`config.mk`:
```
export PLATFORM = sky130hd
export DESIGN_NAME = multi_output_clock_divider
export DESIGN_NICKNAME = d
export VERILOG_FILES = /design/src/hdl/mocd_pkg.sv /design/src/hdl/mocd_mod.sv /design/src/hdl/mocd_dp.sv /design/src/hdl/mocd_ctrl.sv /design/src/hdl/multi_output_clock_divider.sv
export SDC_FILE = /design/constraint.sdc
export NUM_CORES = 1
export LEC_CHECK = 0
export BUFFER_PORTS_ARGS = -buffer_cell sky130_fd_sc_hd__buf_2
export CAP_MARGIN = 20
export CORE_MARGIN = 4
export CORE_UTILIZATION = 50
export CTS_BUF_LIST = sky130_fd_sc_hd__clkbuf_8
export CTS_CLUSTER_SIZE = 25
export DETAILED_ROUTE_END_ITERATION = 12
export MAX_ROUTING_LAYER = met4
export PLACE_DENSITY = 0.67
export SLEW_MARGIN = 10
export SYNTH_ARGS = -nofsm -noshare
export SYNTH_HDL_FRONTEND = slang
export SYNTH_SLANG_ARGS = --single-unit
export TNS_END_PERCENT = 30
```
`constraint.sdc`:
```
create_clock -name clk_i -period 4.55 [get_ports clk_i]
set_clock_uncertainty 0.15 [all_clocks]
set_input_delay 0.2275 -clock clk_i [delete_from_list [all_inputs] [get_ports clk_i]]
set_output_delay 0.2275 -clock clk_i [all_outputs]
set_load 0.005 [all_outputs]
```
`src/hdl/mocd_pkg.sv`:
```
// Shared types, widths, register codes and reset values of the clock divider.
package mocd_pkg;

  localparam int unsigned NUM_OUTPUTS = 6;
  localparam int unsigned OUT_IDX_W   = $clog2(NUM_OUTPUTS);
  localparam int unsigned CNT_W       = 7;   // beat counter
  localparam int unsigned LEN_W       = 8;   // reset_length register
  localparam int unsigned DIV_W       = 9;   // divisor registers
  localparam int unsigned CFG_IDX_W   = 3;
  localparam int unsigned CFG_DATA_W  = DIV_W;
  localparam int unsigned MOD_STEPS   = LEN_W;  // dividend bits, one per cycle
  localparam int unsigned MOD_CNT_W   = $clog2(MOD_STEPS);

  // Largest usable length: span of the beat counter.
  localparam logic [LEN_W-1:0] LEN_MAX = LEN_W'(1 << CNT_W);
  localparam logic [DIV_W-1:0] DIV_MAX = DIV_W'(256);

  // Configuration register indexes.
  localparam logic [CFG_IDX_W-1:0] REG_RESET_LENGTH  = 3'd0;
  localparam logic [CFG_IDX_W-1:0] REG_DIVISOR_OUT1  = 3'd1;
  localparam logic [CFG_IDX_W-1:0] REG_BACKBEAT_MASK = 3'd7;

  localparam logic [LEN_W-1:0]       RESET_LENGTH_RST  = 8'd32;
  localparam logic [NUM_OUTPUTS-1:0] BACKBEAT_MASK_RST = '0;

  function automatic logic [DIV_W-1:0] divisor_rst(input logic [OUT_IDX_W-1:0] idx);
    logic [DIV_W-1:0] val;
    unique case (idx)
      3'd0:    val = 9'd1;
      3'd1:    val = 9'd2;
      3'd2:    val = 9'd4;
      3'd3:    val = 9'd8;
      3'd4:    val = 9'd3;
      3'd5:    val = 9'd5;
      default: val = 9'd1;
    endcase
    return val;
  endfunction

  // Controller to datapath commands.
  typedef struct packed {
    logic                 capture;      // take the input beat
    logic                 div_start;    // launch the shared modulo unit
    logic                 div_wrap;     // operands: count+1 mod length
    logic                 wrap_commit;  // store the wrapped count
    logic                 req_load;     // load length minus one
    logic                 bit_commit;   // store the current output bit
    logic                 emit;         // move the result into the output stage
    logic [OUT_IDX_W-1:0] out_idx;
  } cmd_t;

  // Datapath to controller status.
  typedef struct packed {
    logic edge_seen;
    logic req_seen;
    logic div_busy;
    logic div_done;
    logic pass;       // current output has an effective divisor of one
    logic out_free;
  } sts_t;

endpackage

```
`src/hdl/mocd_mod.sv`:
```
// Bit-serial restoring modulo unit: one dividend bit per cycle.
module mocd_mod (
  input  logic                          clk_i,
  input  logic                          rst_ni,
  input  logic                          start_i,
  input  logic [mocd_pkg::LEN_W-1:0]    dividend_i,
  input  logic [mocd_pkg::DIV_W-1:0]    divisor_i,
  output logic                          busy_o,
  output logic                          done_o,
  output logic [mocd_pkg::LEN_W-1:0]    rem_o
);

  logic                           busy_q;
  logic                           done_q;
  logic [mocd_pkg::MOD_CNT_W-1:0] cnt_q;
  logic [mocd_pkg::LEN_W-1:0]     dvd_q;
  logic [mocd_pkg::DIV_W-1:0]     div_q;
  logic [mocd_pkg::LEN_W-1:0]     rem_q;
  logic [mocd_pkg::DIV_W-1:0]     trial;
  logic [mocd_pkg::DIV_W-1:0]     rem_d;

  // Shift in the next dividend bit, subtract when it fits.
  always_comb begin
    trial = {rem_q, dvd_q[mocd_pkg::LEN_W-1]};
    rem_d = (trial >= div_q) ? trial - div_q : trial;
  end

  always_ff @(posedge clk_i or negedge rst_ni) begin
    if (!rst_ni) begin
      busy_q <= 1'b0;
      done_q <= 1'b0;
      cnt_q  <= '0;
    end else begin
      done_q <= 1'b0;
      if (start_i) begin
        busy_q <= 1'b1;
        cnt_q  <= '0;
      end else if (busy_q) begin
        cnt_q <= cnt_q + 1'b1;
        if (cnt_q == mocd_pkg::MOD_CNT_W'(mocd_pkg::MOD_STEPS - 1)) begin
          busy_q <= 1'b0;
          done_q <= 1'b1;
        end
      end
    end
  end

  always_ff @(posedge clk_i) begin
    if (start_i) begin
      dvd_q <= dividend_i;
      div_q <= divisor_i;
      rem_q <= '0;
    end else if (busy_q) begin
      dvd_q <= {dvd_q[mocd_pkg::LEN_W-2:0], 1'b0};
      rem_q <= rem_d[mocd_pkg::LEN_W-1:0];
    end
  end

  assign busy_o = busy_q;
  assign done_o = done_q;
  assign rem_o  = rem_q;

`ifndef ASSERT_OFF
  a_rem_below_div: assert property (@(posedge clk_i) disable iff (!rst_ni)
    done_q |-> ({1'b0, rem_q} < div_q))
    else $error("modulo remainder not below divisor");
  a_done_after_busy: assert property (@(posedge clk_i) disable iff (!rst_ni)
    done_q |-> $past(busy_q))
    else $error("modulo done without a run");
`endif

endmodule

```
`src/hdl/mocd_dp.sv`:
```
// Datapath: configuration registers, beat counter, modulo unit and result stage.
module mocd_dp (
  input  logic                                clk_i,
  input  logic                                rst_ni,
  input  logic                                cfg_we_i,
  input  logic [mocd_pkg::CFG_IDX_W-1:0]      cfg_index_i,
  input  logic [mocd_pkg::CFG_DATA_W-1:0]     cfg_data_i,
  input  logic                                gate_level_i,
  input  logic                                reset_request_i,
  input  mocd_pkg::cmd_t                      cmd_i,
  output mocd_pkg::sts_t                      sts_o,
  output logic                                out_valid_o,
  input  logic                                out_stall_i,
  output logic [mocd_pkg::NUM_OUTPUTS-1:0]    gate_outputs_o,
  output logic                                at_zero_o,
  output logic [mocd_pkg::CNT_W-1:0]          beat_count_o
);

  logic [mocd_pkg::LEN_W-1:0]       len_q;
  logic [mocd_pkg::DIV_W-1:0]       divisors_q [mocd_pkg::NUM_OUTPUTS];
  logic [mocd_pkg::NUM_OUTPUTS-1:0] bb_mask_q;
  logic [mocd_pkg::CNT_W-1:0]       cnt_q;
  logic                             prev_q;
  logic                             gate_q;
  logic                             req_q;
  logic                             edge_q;
  logic [mocd_pkg::NUM_OUTPUTS-1:0] bits_q;
  logic                             out_valid_q;
  logic [mocd_pkg::NUM_OUTPUTS-1:0] out_bits_q;
  logic [mocd_pkg::CNT_W-1:0]       out_cnt_q;

  logic [mocd_pkg::LEN_W-1:0]       len_eff;
  logic [mocd_pkg::CNT_W-1:0]       len_last;
  logic [mocd_pkg::DIV_W-1:0]       div_raw;
  logic [mocd_pkg::DIV_W-1:0]       div_eff;
  logic [mocd_pkg::LEN_W-1:0]       half;
  logic                             pass;
  logic [mocd_pkg::LEN_W-1:0]       mod_dividend;
  logic [mocd_pkg::DIV_W-1:0]       mod_divisor;
  logic                             mod_busy;
  logic                             mod_done;
  logic [mocd_pkg::LEN_W-1:0]       mod_rem;
  logic                             bit_d;
  logic [mocd_pkg::OUT_IDX_W-1:0]   cfg_div_idx;

  // Clamp length to 1..LEN_MAX and divisors to 1..DIV_MAX.
  always_comb begin
    priority if (len_q == '0)     len_eff = mocd_pkg::LEN_W'(1);
    else if (len_q > mocd_pkg::LEN_MAX) len_eff = mocd_pkg::LEN_MAX;
    else                          len_eff = len_q;
    len_last = mocd_pkg::CNT_W'(len_eff - 1'b1);

    div_raw = divisors_q[cmd_i.out_idx];
    priority if (div_raw == '0)        div_eff = mocd_pkg::DIV_W'(1);
    else if (div_raw > mocd_pkg::DIV_MAX) div_eff = mocd_pkg::DIV_MAX;
    else                               div_eff = div_raw;
    pass = (div_eff == mocd_pkg::DIV_W'(1));
    half = div_eff[mocd_pkg::DIV_W-1:1];
  end

  always_comb begin
    if (cmd_i.div_wrap) begin
      mod_dividend = mocd_pkg::LEN_W'(cnt_q) + 1'b1;
      mod_divisor  = {1'b0, len_eff};
    end else begin
      mod_dividend = mocd_pkg::LEN_W'(cnt_q);
      mod_divisor  = div_eff;
    end
  end

  mocd_mod u_mod (
    .clk_i      (clk_i),
    .rst_ni     (rst_ni),
    .start_i    (cmd_i.div_start),
    .dividend_i (mod_dividend),
    .divisor_i  (mod_divisor),
    .busy_o     (mod_busy),
    .done_o     (mod_done),
    .rem_o      (mod_rem)
  );

  always_comb begin
    if (pass) begin
      bit_d = gate_q;
    end else if (bb_mask_q[cmd_i.out_idx]) begin
      bit_d = (mod_rem >= half);
    end else begin
      bit_d = (mod_rem < half);
    end
  end

  assign cfg_div_idx = mocd_pkg::OUT_IDX_W'(cfg_index_i - mocd_pkg::REG_DIVISOR_OUT1);

  // Configuration registers.
  always_ff @(posedge clk_i or negedge rst_ni) begin
    if (!rst_ni) begin
      len_q     <= mocd_pkg::RESET_LENGTH_RST;
      bb_mask_q <= mocd_pkg::BACKBEAT_MASK_RST;
      for (int i = 0; i < mocd_pkg::NUM_OUTPUTS; i++) begin
        divisors_q[i] <= mocd_pkg::divisor_rst(mocd_pkg::OUT_IDX_W'(i));
      end
    end else if (cfg_we_i) begin
      priority if (cfg_index_i == mocd_pkg::REG_RESET_LENGTH) begin
        len_q <= cfg_data_i[mocd_pkg::LEN_W-1:0];
      end else if (cfg_index_i == mocd_pkg::REG_BACKBEAT_MASK) begin
        bb_mask_q <= cfg_data_i[mocd_pkg::NUM_OUTPUTS-1:0];
      end else begin
        divisors_q[cfg_div_idx] <= cfg_data_i;
      end
    end
  end

  // Beat counter, edge detect and result stage.
  always_ff @(posedge clk_i or negedge rst_ni) begin
    if (!rst_ni) begin
      cnt_q       <= '0;
      prev_q      <= 1'b0;
      out_valid_q <= 1'b0;
    end else begin
      if (cmd_i.capture) begin
        prev_q <= gate_level_i;
      end
      if (cmd_i.wrap_commit) begin
        cnt_q <= mod_rem[mocd_pkg::CNT_W-1:0];
      end else if (cmd_i.req_load) begin
        cnt_q <= len_last;
      end
      if (cmd_i.emit) begin
        out_valid_q <= 1'b1;
      end else if (!out_stall_i) begin
        out_valid_q <= 1'b0;
      end
    end
  end

  always_ff @(posedge clk_i) begin
    if (cmd_i.capture) begin
      gate_q <= gate_level_i;
      req_q  <= reset_request_i;
      edge_q <= gate_level_i & ~prev_q;
    end
    if (cmd_i.bit_commit) begin
      bits_q[cmd_i.out_idx] <= bit_d;
    end
    if (cmd_i.emit) begin
      out_bits_q <= bits_q;
      out_cnt_q  <= cnt_q;
    end
  end

  assign sts_o = '{
    edge_seen: edge_q,
    req_seen:  req_q,
    div_busy:  mod_busy,
    div_done:  mod_done,
    pass:      pass,
    out_free:  ~out_valid_q | ~out_stall_i
  };

  assign out_valid_o    = out_valid_q;
  assign gate_outputs_o = out_bits_q;
  assign beat_count_o   = out_cnt_q;
  assign at_zero_o      = (out_cnt_q == '0);

`ifndef ASSERT_OFF
  a_req_loads_last: assert property (@(posedge clk_i) disable iff (!rst_ni)
    cmd_i.req_load && !cmd_i.wrap_commit |=> cnt_q == $past(len_last))
    else $error("reset request did not load length minus one");
  a_valid_from_emit: assert property (@(posedge clk_i) disable iff (!rst_ni)
    $rose(out_valid_q) |-> $past(cmd_i.emit))
    else $error("result appeared without emit");
`endif

endmodule

```
`src/hdl/mocd_ctrl.sv`:
```
// Controller: sequences capture, counter wrap, reset load, the six output bits and the emit.
module mocd_ctrl (
  input  logic           clk_i,
  input  logic           rst_ni,
  input  logic           in_valid_i,
  output logic           in_stall_o,
  input  mocd_pkg::sts_t sts_i,
  output mocd_pkg::cmd_t cmd_o
);

  typedef enum logic [2:0] {
    ST_IDLE,
    ST_CHECK,
    ST_WRAP,
    ST_REQ,
    ST_OUT,
    ST_OUT_WAIT,
    ST_EMIT
  } state_e;

  localparam logic [mocd_pkg::OUT_IDX_W-1:0] LAST_IDX =
    mocd_pkg::OUT_IDX_W'(mocd_pkg::NUM_OUTPUTS - 1);

  state_e                         state_q;
  logic [mocd_pkg::OUT_IDX_W-1:0] idx_q;

  always_comb begin
    cmd_o             = '0;
    cmd_o.out_idx     = idx_q;
    cmd_o.capture     = (state_q == ST_IDLE) && in_valid_i;
    cmd_o.div_start   = ((state_q == ST_CHECK) && sts_i.edge_seen) ||
                        ((state_q == ST_OUT) && !sts_i.pass);
    cmd_o.div_wrap    = (state_q == ST_CHECK) || (state_q == ST_WRAP);
    cmd_o.wrap_commit = (state_q == ST_WRAP) && sts_i.div_done;
    cmd_o.req_load    = (state_q == ST_REQ) && sts_i.req_seen;
    cmd_o.bit_commit  = ((state_q == ST_OUT) && sts_i.pass) ||
                        ((state_q == ST_OUT_WAIT) && sts_i.div_done);
    cmd_o.emit        = (state_q == ST_EMIT) && sts_i.out_free;
  end

  assign in_stall_o = (state_q != ST_IDLE);

  always_ff @(posedge clk_i or negedge rst_ni) begin
    if (!rst_ni) begin
      state_q <= ST_IDLE;
      idx_q   <= '0;
    end else begin
      unique case (state_q)
        ST_IDLE: begin
          if (in_valid_i) state_q <= ST_CHECK;
        end
        ST_CHECK: begin
          state_q <= sts_i.edge_seen ? ST_WRAP : ST_REQ;
        end
        ST_WRAP: begin
          if (sts_i.div_done) state_q <= ST_REQ;
        end
        ST_REQ: begin
          idx_q   <= '0;
          state_q <= ST_OUT;
        end
        ST_OUT, ST_OUT_WAIT: begin
          if (cmd_o.bit_commit) begin
            if (idx_q == LAST_IDX) begin
              state_q <= ST_EMIT;
            end else begin
              idx_q   <= idx_q + 1'b1;
              state_q <= ST_OUT;
            end
          end else if (state_q == ST_OUT) begin
            state_q <= ST_OUT_WAIT;
          end
        end
        ST_EMIT: begin
          if (sts_i.out_free) state_q <= ST_IDLE;
        end
        default: state_q <= ST_IDLE;
      endcase
    end
  end

`ifndef ASSERT_OFF
  a_start_when_free: assert property (@(posedge clk_i) disable iff (!rst_ni)
    cmd_o.div_start |-> !sts_i.div_busy)
    else $error("modulo unit started while busy");
`endif

endmodule

```
`src/hdl/multi_output_clock_divider.sv`:
```
// Each input beat runs check, a counter wrap after a rising edge, the reset load when requested,
// then each output in turn (a modulo run when its divisor is above one, else a direct commit)
// and the emit. in_stall_o holds until the emit, which a stalled result stage delays, so
// a new input beat is taken only once the last one is emitted. Reset (rst_ni low,
// asynchronous): counter and edge history clear, registers return to length 32, divisors
// 1,2,4,8,3,5, backbeat mask 0.
module multi_output_clock_divider (
  input  logic                                clk_i,
  input  logic                                rst_ni,
  // configuration write channel
  input  logic                                cfg_valid_i,
  output logic                                cfg_ready_o,
  input  logic [mocd_pkg::CFG_IDX_W-1:0]      cfg_index_i,
  input  logic [mocd_pkg::CFG_DATA_W-1:0]     cfg_data_i,
  // input beats
  input  logic                                in_valid_i,
  output logic                                in_stall_o,
  input  logic                                gate_level_i,
  input  logic                                reset_request_i,
  // result beats
  output logic                                out_valid_o,
  input  logic                                out_stall_i,
  output logic [mocd_pkg::NUM_OUTPUTS-1:0]    gate_outputs_o,
  output logic                                at_zero_o,
  output logic [mocd_pkg::CNT_W-1:0]          beat_count_o
);

  mocd_pkg::cmd_t cmd;
  mocd_pkg::sts_t sts;

  // The user must write registers only while idle; not enforced, so always take the write.
  assign cfg_ready_o = 1'b1;

  // Controller: walks capture, wrap, reset load, each output in turn, then the emit.
  mocd_ctrl u_ctrl (
    .clk_i      (clk_i),
    .rst_ni     (rst_ni),
    .in_valid_i (in_valid_i),
    .in_stall_o (in_stall_o),
    .sts_i      (sts),
    .cmd_o      (cmd)
  );

  // Datapath: counter, divisors, shared modulo unit and the result register.
  mocd_dp u_dp (
    .clk_i           (clk_i),
    .rst_ni          (rst_ni),
    .cfg_we_i        (cfg_valid_i & cfg_ready_o),
    .cfg_index_i     (cfg_index_i),
    .cfg_data_i      (cfg_data_i),
    .gate_level_i    (gate_level_i),
    .reset_request_i (reset_request_i),
    .cmd_i           (cmd),
    .sts_o           (sts),
    .out_valid_o     (out_valid_o),
    .out_stall_i     (out_stall_i),
    .gate_outputs_o  (gate_outputs_o),
    .at_zero_o       (at_zero_o),
    .beat_count_o    (beat_count_o)
  );

endmodule

```
==> Word-level counts from Yosys, hierarchy flattened <==
Cells that the tools add are included.
{ "word_totals": {"register_bits": 135, "wordCells": 142} }
{ "op_classes": {"n_addsub": 6, "reduce_logical": 29, "eq_ne": 17, "mux": 45, "n_bitwise": 9, "order_cmp": 10} }
{ "ops": {"columns": ["operator", "count"], "rows": [
  ["8-bit two-way mux", 7],
  ["54-bit bitwise mux", 1],
  ["9-bit two-way mux", 5],
  ["9-bit binary-select mux with 3-bit select", 1],
  ["9-bit demux with 3-bit select", 1],
  ["3-bit two-way mux", 9],
  ["3-bit == test, second input constant", 6],
  ["3-bit one-hot mux with 6 select lines", 1],
  ["7-bit two-way mux", 2],
  ["1-bit two-way mux", 13],
  ["1-bit logical AND", 10],
  ["9-bit by 1-bit == test with 1-bit output, second input constant", 1],
  ["9-bit >= comparator", 1],
  ["9-bit > comparator, second input constant", 1],
  ["9-bit logical NOT", 1],
  ["3-bit AND reduction", 3],
  ["7-bit by 1-bit adder with 8-bit output, second input constant", 1],
  ["4-bit >= comparator, second input constant", 2],
  ["8-bit >= comparator", 1],
  ["8-bit > comparator, second input constant", 1],
  ["8-bit logical NOT", 1],
  ["8-bit less-than comparator", 1],
  ["3-bit inverter with 4-bit output", 2],
  ["8-bit subtractor", 1],
  ["other kinds (28)", 43]
]} }

==> Depth between registers and ports, before layout <==
Gate-level depths: netlist of the first run.
{ "logic_depth": {"ltp_word": 12, "mapped_depth": 15} }

==> Cells and area by module <==
From an unflattened synthesis of the first run, not the netlist that was laid out.
{ "unflattened": {"hier_cells": 628, "area_unflattened_um2": 7184.4} }
{ "by_module_without_submodules": {"columns": ["module", "seq_area_each_um2", "area_each_um2", "instances", "cells_each"], "rows": [
  ["mocd_dp", 2598.7, 4976.0, 1, 408],
  ["mocd_mod", 795.8, 1714.1, 1, 161],
  ["mocd_ctrl", 150.1, 483.0, 1, 57],
  ["multi_output_clock_divider", 0.0, 11.3, 1, 2]
]} }

==> Worst setup path after synthesis of the first run <==
Ideal clock, no wire load.
{ "synth_timing": {"kind": "register to register", "startpoint": "reg u_ctrl.idx_q[0] (netlist name)", "endpoint": "reg u_dp.bits_q[0] (netlist name) (data pin)", "path_stages_with_launch": 16, "arrival_ps": 3088, "required_ps": 4167, "path_buffers": 2, "slack_ps": 1079, "period_less_slack_ps": 3471, "setup_time_ps": 233, "cell_sequence": "dfrtp_1 buf_6 buf_12 mux2i_1 nor2_1 nor3_2 o21ai_0 ha_1 nor2b_1 o21ai_0 nand2b_1 a21oi_1 o21ai_0 a31oi_1 mux2_2 o21ai_0"} }
{ "synth_via": {"elab_chain_cells": 11, "word_cells_on_any_way": 21} }
{ "synth_lines": {"columns": ["item", "line_no", "text"], "rows": [
  ["start: declaration", "mocd_ctrl.sv:25", "logic [mocd_pkg::OUT_IDX_W-1:0] idx_q;"],
  ["start signal: assignment", "mocd_ctrl.sv:67", "idx_q <= idx_q + 1'b1;"],
  ["3-bit inverter with 4-bit output (not written as such)", "mocd_dp.sv:53", "div_raw = divisors_q[cmd_i.out_idx];"],
  ["9-bit binary-select mux with 3-bit select", "mocd_dp.sv:53", null],
  ["9-bit two-way mux (not written as such) (2 in a row)", "mocd_dp.sv:53", null],
  ["9-bit > comparator", "mocd_dp.sv:55", "else if (div_raw > mocd_pkg::DIV_MAX) div_eff = mocd_pkg::DIV_MAX;"],
  ["9-bit two-way mux", "mocd_dp.sv:55", null],
  ["9-bit two-way mux", "mocd_dp.sv:54", "priority if (div_raw == '0) div_eff = mocd_pkg::DIV_W'(1);"],
  ["8-bit less-than comparator or 8-bit >= comparator (tied branches)", "mocd_dp.sv:88, mocd_dp.sv:86", null],
  ["1-bit two-way mux", "mocd_dp.sv:85", "end else if (bb_mask_q[cmd_i.out_idx]) begin"],
  ["1-bit two-way mux (*)", "mocd_dp.sv:83", "if (pass) begin"],
  ["net u_dp.bit_d", "mocd_dp.sv:43", "logic bit_d;"],
  ["6-bit bitwise mux (*)", "mocd_dp.sv:143", "bits_q[cmd_i.out_idx] <= bit_d;"],
  ["end signal: indexed assignment", "mocd_dp.sv:143", null],
  ["end: declaration", "mocd_dp.sv:27", "logic [mocd_pkg::NUM_OUTPUTS-1:0] bits_q;"]
]} }
The timed path passes the listed nets; every way through them passes the cells marked *. The select of a mux whose other input is x is not followed.
A chain may end at the register's enable or synchronous reset.

==> Worst setup path after layout of the first run <==
{ "layout_timing": {"startpoint": "reg u_ctrl.idx_q[0] (netlist name)", "endpoint": "reg u_dp.bits_q[2] (netlist name) (data pin)"} }
Same word-level chain as after synthesis.

==> results of run 1 <==
## logic make-up (layout without fill, tap and decap cells)
kind of cell / count (synthesis) / count (layout) / share of synthesized area [%]
muxes: 103 / 103 / 16.65
and+or+nand+nor: 160 / 160 / 11.76
adders and majority gates: 27 / 27 / 5.011
DFF: 135 / 135 / 51.43
other: 1 / 1 / 0.05441
buffers and inverters: 47 / 110 / 3.232
AOI/OAI and AO/OA: 101 / 101 / 10.20
xor gates and xnor gates: 13 / 13 / 1.652
## stage by stage
stage,util [%],hold WS [ns]
2_1_floorplan,-,-0.2181
3_5_place_dp,54.09,0.01769
6_report,57.83,0.05889
4_1_cts,57.83,0.02659
3_3_place_gp,54.09,0.01588
5_1_grt,57.83,0.03801
## flip-flops by register name, summed over array words and instances, names as in the netlist, 3 cells and up
signal               flops
u_dp.u_mod.div_q         9
u_dp.beat_count_o        7
u_dp.u_mod.cnt_q         3
u_ctrl.state_q           3
u_dp.bits_q              6
u_dp.gate_outputs_o      6
u_dp.bb_mask_q           6
u_dp.divisors_q         54
u_dp.len_q               8
u_ctrl.idx_q             3
u_dp.u_mod.rem_o         8
u_dp.cnt_q               7
u_dp.u_mod.dvd_q         8
## cell type report
class	instances	area (um2)	share of cell area, %
clock buffers	17	234.0	3.031
repair buffers	53	345.3	4.474
inverters	25	93.84	1.216
clock inverters	15	145.1	1.880
well taps	176	220.2	2.853
multi-input cells	405	3136	40.62
flip-flops and latches	135	3545	45.92
## what timing repair did
action                    4_1_cts  5_1_grt
resized for setup               0        0
hold endpoints to repair       91        0
hold buffers                   12        0
## worst paths after layout
path / end / cells after the start
min in group asynchronous: u_dp.divisors_q[12]$_DFFE_PN0P_ / 2
max: u_dp.bits_q[2]$_DFFE_PP_ / 15
min reg2reg: u_dp.gate_outputs_o[1]$_DFFE_PP_ / 0
min: u_dp.bb_mask_q[0]$_DFFE_PN0P_ / 2
max reg2reg: u_dp.bits_q[2]$_DFFE_PP_ / 15
max in group asynchronous: u_dp.cnt_q[2]$_DFFE_PN0P_ / 3
## synthesized netlist by cell type, drive strengths merged (3+ instances only)
library cell | count | area share, %
nand3b | 6 | 0.65
nor3 | 19 | 1.5
nor2 | 45 | 2.5
nand3 | 6 | 0.44
nor2b | 9 | 0.82
nor4 | 3 | 0.27
a211oi | 8 | 1.2
and3 | 3 | 0.27
a22oi | 4 | 0.44
ha | 26 | 4.7
dfrtp | 79 | 29
nand2 | 37 | 2.1
a21oi | 26 | 1.9
xnor2 | 8 | 1.0
buf | 11 | 1.3
edfxtp | 39 | 17
nand2b | 9 | 0.82
dfxtp | 8 | 2.3
o22ai | 4 | 0.36
xor2 | 5 | 0.64
nand4 | 8 | 0.73
mux2 | 74 | 12
o21ai | 29 | 2.1
or4 | 3 | 0.38
dfstp | 9 | 3.4
clkbuf | 11 | 0.60
o31ai | 3 | 0.33
a221o | 4 | 0.58
a21o | 6 | 0.65
mux2i | 28 | 4.1
inv | 25 | 1.4
o221ai | 4 | 0.60
## metal layers
metal	vias up	GRT usage, %
met5	-	-
met3	24	4.094
li1	2250	-
met1	2320	27.04
met4	0	7.972
met2	130	31.54
## power by group through the flow
| stage | Combinational, uW | Clock (uW) | Sequential (uW) |
|---|---|---|---|
| 2_1_floorplan | 1830 | 0 | 1960 |
| 5_1_grt | 2460 | 1040 | 2210 |
| 4_1_cts | 2200 | 983 | 2150 |
| 3_3_place_gp | 2110 | 0 | 2160 |
| 3_5_place_dp | 2180 | 0 | 2170 |
| 6_report | 2200 | 960 | 2150 |
## cells in the final DEF, fill, tap and decap left out, types with 6 or more instances in the layout
| cell | count |
|---|---|
| o21ai_0 | 27 |
| dlygate4sd3_1 | 12 |
| a21oi_1 | 24 |
| dfxtp_1 | 8 |
| buf_2 | 33 |
| nand3b_1 | 6 |
| inv_1 | 28 |
| a21o_1 | 6 |
| nor3_1 | 17 |
| xnor2_1 | 8 |
| nand2b_1 | 9 |
| mux2_2 | 70 |
| dfrtp_1 | 79 |
| nand3_1 | 6 |
| buf_4 | 8 |
| mux2i_1 | 28 |
| nand4_1 | 8 |
| ha_1 | 26 |
| clkbuf_8 | 17 |
| nor2b_1 | 9 |
| nor2_1 | 45 |
| nand2_1 | 36 |
| edfxtp_1 | 39 |
| dfstp_2 | 9 |
==> results.json, run 1 <==
{
  "clock_latency_ns": 0.44,
  "io_pins": 36,
  "ir_drop_mv": 0.2856,
  "synthArstFlopShare_pct": 65.19,
  "cp-start-kind": "register",
  "highest_layer": "met4",
  "vias": 4724,
  "swShare_pct": 37.59,
  "h-tree-depth": 4,
  "path_clk_slew_ns": 0.07,
  "relSlewSlack_pct": 28.06,
  "wl_met1_um": 6870,
  "area.growth.synth_to_final_pct": 12.00,
  "crit_family": "compound AO/OA/AOI/OAI gates",
  "tns_ns": 0,
  "antenna_found_initial": 0,
  "drc": 0,
  "max_stage_delay_ns": 0.58,
  "dpl.cell_count": 782,
  "overflow": 0,
  "drv_slew": 0,
  "p_clk_share_pct": 18.1,
  "critPathSlowestCell": "dfrtp_1",
  "synth_seq_cells": 135,
  "hold_viol": 0,
  "globalplace.congestion": 0.8881,
  "cts.sinks": 135,
  "dp_worst_setup_slack_ns": 0.6214,
  "core_area_um2": 13350,
  "combinationalPowerShare_pct": 41.4,
  "min_period_over_period_pct": 87.76,
  "cpMostUsedCell": "o21ai_0",
  "nNetsFinal": 683,
  "clockBufferDepth": 2,
  "reg2reg_setup_slack_ns": 0.56,
  "required_ns": 4.55,
  "dieArea_um2": 15730,
  "std_cell_rows": 42,
  "netlist_area_um2": 6892,
  "fin_cells": 826,
  "post_dp_cell_area_um2": 7219,
  "drt_iter0_markers": 293,
  "drtPass1Iterations": 5,
  "synth_edf_count": 39,
  "drt_wl_total_um": 14930,
  "timing.rr.start": "u_ctrl.idx_q[0]$_DFFE_PN0P_",
  "fin_area_um2": 7719,
  "cts_tree": "built",
  "drive_gt1_share_pct": 25.38,
  "power.switching_uw": 1996,
  "setup_viol": 0,
  "path_max_fanout": 14,
  "hold_start": "cfg_data_i[0]",
  "worstSetupPathType": "reg2reg",
  "synth_ff_type": "dfrtp_1",
  "routedWlPerCell_um": 18.08,
  "worst_slew_pin_slew_ns": 1.077,
  "syn_avg_cell_area_um2": 11.74,
  "diodes": 0,
  "drv_cap": 0,
  "seqPwrFrac_pct": 40.6,
  "cts_buffers": 17,
  "p_leak_uw": 0.003221,
  "ys_warn_count": 0,
  "postRouteAntennaNets": 0,
  "fin_ws_ns": 0.5570,
  "initial_utilization_pct": 51.63,
  "hp-class": "in2reg",
  "ys_types": 65,
  "wl_met3_um": 717,
  "finalPower_uw": 5311,
  "crit_buf_inv": 2,
  "met2WireLength_um": 6992,
  "vias_per_cell": 5.719,
  "dp_hpwl_um": 10870,
  "powerDensity_nw_per_um2": 688.1,
  "n_fill_cell": 1108,
  "grt_setup_unrepaired": "no",
  "seq_area_frac_synth_pct": 51.43,
  "p_int_uw": 3315,
  "die_y_um": 125.4,
  "die_w_um": 125.4,
  "grt_pass1_wl_um": 24670,
  "layout_min_cycle_time_ns": 3.993,
  "cp-end-kind": "register",
  "port_buffers": 34,
  "max_freq_mhz": 250.4,
  "crit_start": "u_ctrl.idx_q[0]$_DFFE_PN0P_",
  "cp.arrival_ns": 4.00,
  "syn-num-nets": 633,
  "path_cells": "inv_1, a21oi_1, a211oi_1, nor3_2, buf_4, o21ai_0, ha_1, nor2b_1, o21ai_0, nand2b_1, a21oi_1, o21ai_0, a31oi_1, mux2_2, o21ai_0",
  "grt_max_degree": 62,
  "outcome": "complete, no violations",
  "synthCells": 587,
  "grt_use_total_pct": 20.53,
  "first_global_vias": 4819,
  "root_buffer": "clkbuf_8",
  "post-cts-setup-buffers": 0
}
No activity file was read; power rests on OpenSTA's default activity.
==> run 2: changes to the inputs <==
--- a/config.mk
+++ b/config.mk
@@ -8,12 +8,12 @@
 export BUFFER_PORTS_ARGS = -buffer_cell sky130_fd_sc_hd__buf_2
 export CAP_MARGIN = 20
 export CORE_MARGIN = 4
-export CORE_UTILIZATION = 50
+export CORE_UTILIZATION = 52
 export CTS_BUF_LIST = sky130_fd_sc_hd__clkbuf_8
 export CTS_CLUSTER_SIZE = 25
 export DETAILED_ROUTE_END_ITERATION = 12
 export MAX_ROUTING_LAYER = met4
-export PLACE_DENSITY = 0.67
+export PLACE_DENSITY = 0.69
 export SLEW_MARGIN = 10
 export SYNTH_ARGS = -nofsm -noshare
 export SYNTH_HDL_FRONTEND = slang
==> run 2 against run 1 <==
- sequential cell count unchanged
- hold slack worse by 0.010 ns
- core utilization up 3.1 points
- critical path depth down 2
- non-clock buffer count up 1
- register-to-register slack better by 0.06 ns
- sequential share of layout area down 0.36 points
- critical endpoint is now u_dp.bits_q[4]$_DFFE_PP_
- largest cell class unchanged
- highest routed layer unchanged
==> results.json, run 2 (synthesis gave the netlist of run 1 again) <==
{
  "nNetsFinal": 684,
  "outcome": "complete, no violations",
  "clockBufferDepth": 2,
  "die_w_um": 123.1,
  "regMostFlops": "u_dp.divisors_q",
  "root_buffer": "clkbuf_8",
  "largest_reg_flops": 54,
  "p_clk_share_pct": 19.4,
  "routedWlPerCell_um": 18.07,
  "cts_tree": "built",
  "power.switching_uw": 1987,
  "die_y_um": 123.1,
  "h-tree-depth": 4,
  "vias_per_cell": 5.731,
  "first_global_vias": 4486,
  "overflow": 0,
  "globalplace.congestion": 0.8822,
  "worst_slew_pin_slew_ns": 1.030,
  "dp_hpwl_um": 10590,
  "cp.arrival_ns": 3.95,
  "combinationalPowerShare_pct": 40.7,
  "path_max_fanout": 13,
  "tns_ns": 0,
  "cp-end-kind": "register",
  "port_buffers": 34,
  "antenna_found_initial": 0,
  "setup_viol": 0,
  "drv_cap": 0,
  "finalPower_uw": 5397,
  "initial_utilization_pct": 53.95,
  "top_regs": "u_dp.divisors_q (54), u_dp.u_mod.div_q (9)",
  "relSlewSlack_pct": 31.19,
  "postRouteAntennaNets": 0,
  "final_common_cell": "dfrtp_1",
  "grt_pass1_wl_um": 23740,
  "clock_latency_ns": 0.44,
  "vias": 4717,
  "final_cell_mix": "dfrtp_1 (79), mux2_2 (70), nor2_1 (45)",
  "drive_gt1_share_pct": 25.81,
  "holdPathStages": 2,
  "hold_buffers": 10,
  "post_cts_resized": 0,
  "cts.sinks": 135,
  "std_cell_rows": 41,
  "worstSetupPathType": "reg2reg",
  "seqPwrFrac_pct": 39.9,
  "drtPass1Iterations": 5,
  "area.growth.synth_to_final_pct": 12.89,
  "ir_drop_mv": 0.3263,
  "path_clk_slew_ns": 0.07,
  "drt_iter0_markers": 308,
  "grt_use_total_pct": 21.49,
  "drc": 0,
  "powerDensity_nw_per_um2": 693.7,
  "layout_min_cycle_time_ns": 3.937,
  "p_leak_uw": 0.003255,
  "grt_setup_unrepaired": "no",
  "drt_wl_total_um": 14870,
  "swShare_pct": 36.82,
  "hold_viol": 0,
  "p_int_uw": 3410,
  "min_period_over_period_pct": 86.52,
  "required_ns": 4.56,
  "hp-class": "in2reg",
  "io_pins": 36,
  "core_area_um2": 12770,
  "reg2reg_depth": 13,
  "n_fill_cell": 1052,
  "cp-start-kind": "register",
  "post-cts-setup-buffers": 0,
  "diodes": 0,
  "max_freq_mhz": 254.0,
  "cts_buffers": 17,
  "dieArea_um2": 15160,
  "grt_max_degree": 89,
  "drv_slew": 0
}
[run 2: cell count changes in the layout (fill, tap and decap cells not counted)]
cell	change
clkbuf_8	+2
clkinv_2	-2
buf_16	+1
buf_2	+1
bufinv_16	+1
clkinv_1	-1
dlygate4sd3_1	-1
[run 2: area by class of cell]
type | count | area, um2 | share of cell area [%]
timing repair buffer | 54 | 367.9 | 4.728
sequential | 135 | 3545 | 45.56
tap | 172 | 215.2 | 2.766
multi-input combinational | 405 | 3136 | 40.30
inverter | 25 | 93.84 | 1.206
clock inverter | 13 | 161.4 | 2.075
clock buffer | 19 | 261.5 | 3.361
[run 2: layer usage]
layer	up-vias	wire length, um	GRT usage (%)
met5	-	0	-
met3	24	783	5.489
li1	2242	-	-
met1	2319	6942	29.86
met2	132	6886	30.78
met4	0	260	7.543
[run 2: final timing paths]
kind / to / start / slack (ns)
max reg2reg: u_dp.bits_q[4]$_DFFE_PP_ / u_ctrl.idx_q[0]$_DFFE_PN0P_ / 0.61
min: u_dp.divisors_q[29]$_DFFE_PN1P_ / cfg_data_i[2] / 0.05
max in group asynchronous: u_dp.divisors_q[37]$_DFFE_PN1P_ / rst_ni / 3.45
max: u_dp.bits_q[4]$_DFFE_PP_ / u_ctrl.idx_q[0]$_DFFE_PN0P_ / 0.61
min reg2reg: u_dp.gate_outputs_o[1]$_DFFE_PP_ / u_dp.bits_q[1]$_DFFE_PP_ / 0.27
min in group asynchronous: u_dp.divisors_q[40]$_DFFE_PN0P_ / rst_ni / 0.13
[run 2: through the flow]
stage / setup slack [ns] / instance area [um2] / cells / hold slack (ns) / util, %
after global placement: 0.7611 / 7214 / 778 / 0.2555 / 56.48
after CTS: 0.6181 / 7737 / 820 / 0.0006696 / 60.57
after detailed placement: 0.6370 / 7214 / 778 / 0.2557 / 56.48
after floorplan: 1.079 / 6892 / 587 / -0.2181 / -
final: 0.6135 / 7780 / 823 / 0.04856 / 60.91
after global routing: 0.2114 / 7780 / 823 / 0.02246 / 60.91
[run 2: power groups by stage]
| stage | combinational (uW) | sequential, uW | clock [uW] |
|---|---|---|---|
| after floorplan | 1830 | 1960 | 0 |
| after global placement | 2120 | 2160 | 0 |
| after detailed placement | 2170 | 2170 | 0 |
| after CTS | 2200 | 2150 | 1070 |
| after global routing | 2460 | 2210 | 1130 |
| final | 2200 | 2150 | 1050 |
[run 2: critical path, stage by stage, from the launching register on]
cell	delay [ns]
dfrtp_1	0.73
mux2i_1	0.15
a211oi_1	0.50
nor3_2	0.08
o21ai_0	0.13
ha_1	0.30
nor2b_1	0.13
o21ai_0	0.13
nand2b_1	0.07
a21oi_1	0.13
o21ai_0	0.10
a31oi_1	0.19
mux2_2	0.35
o21ai_0	0.50
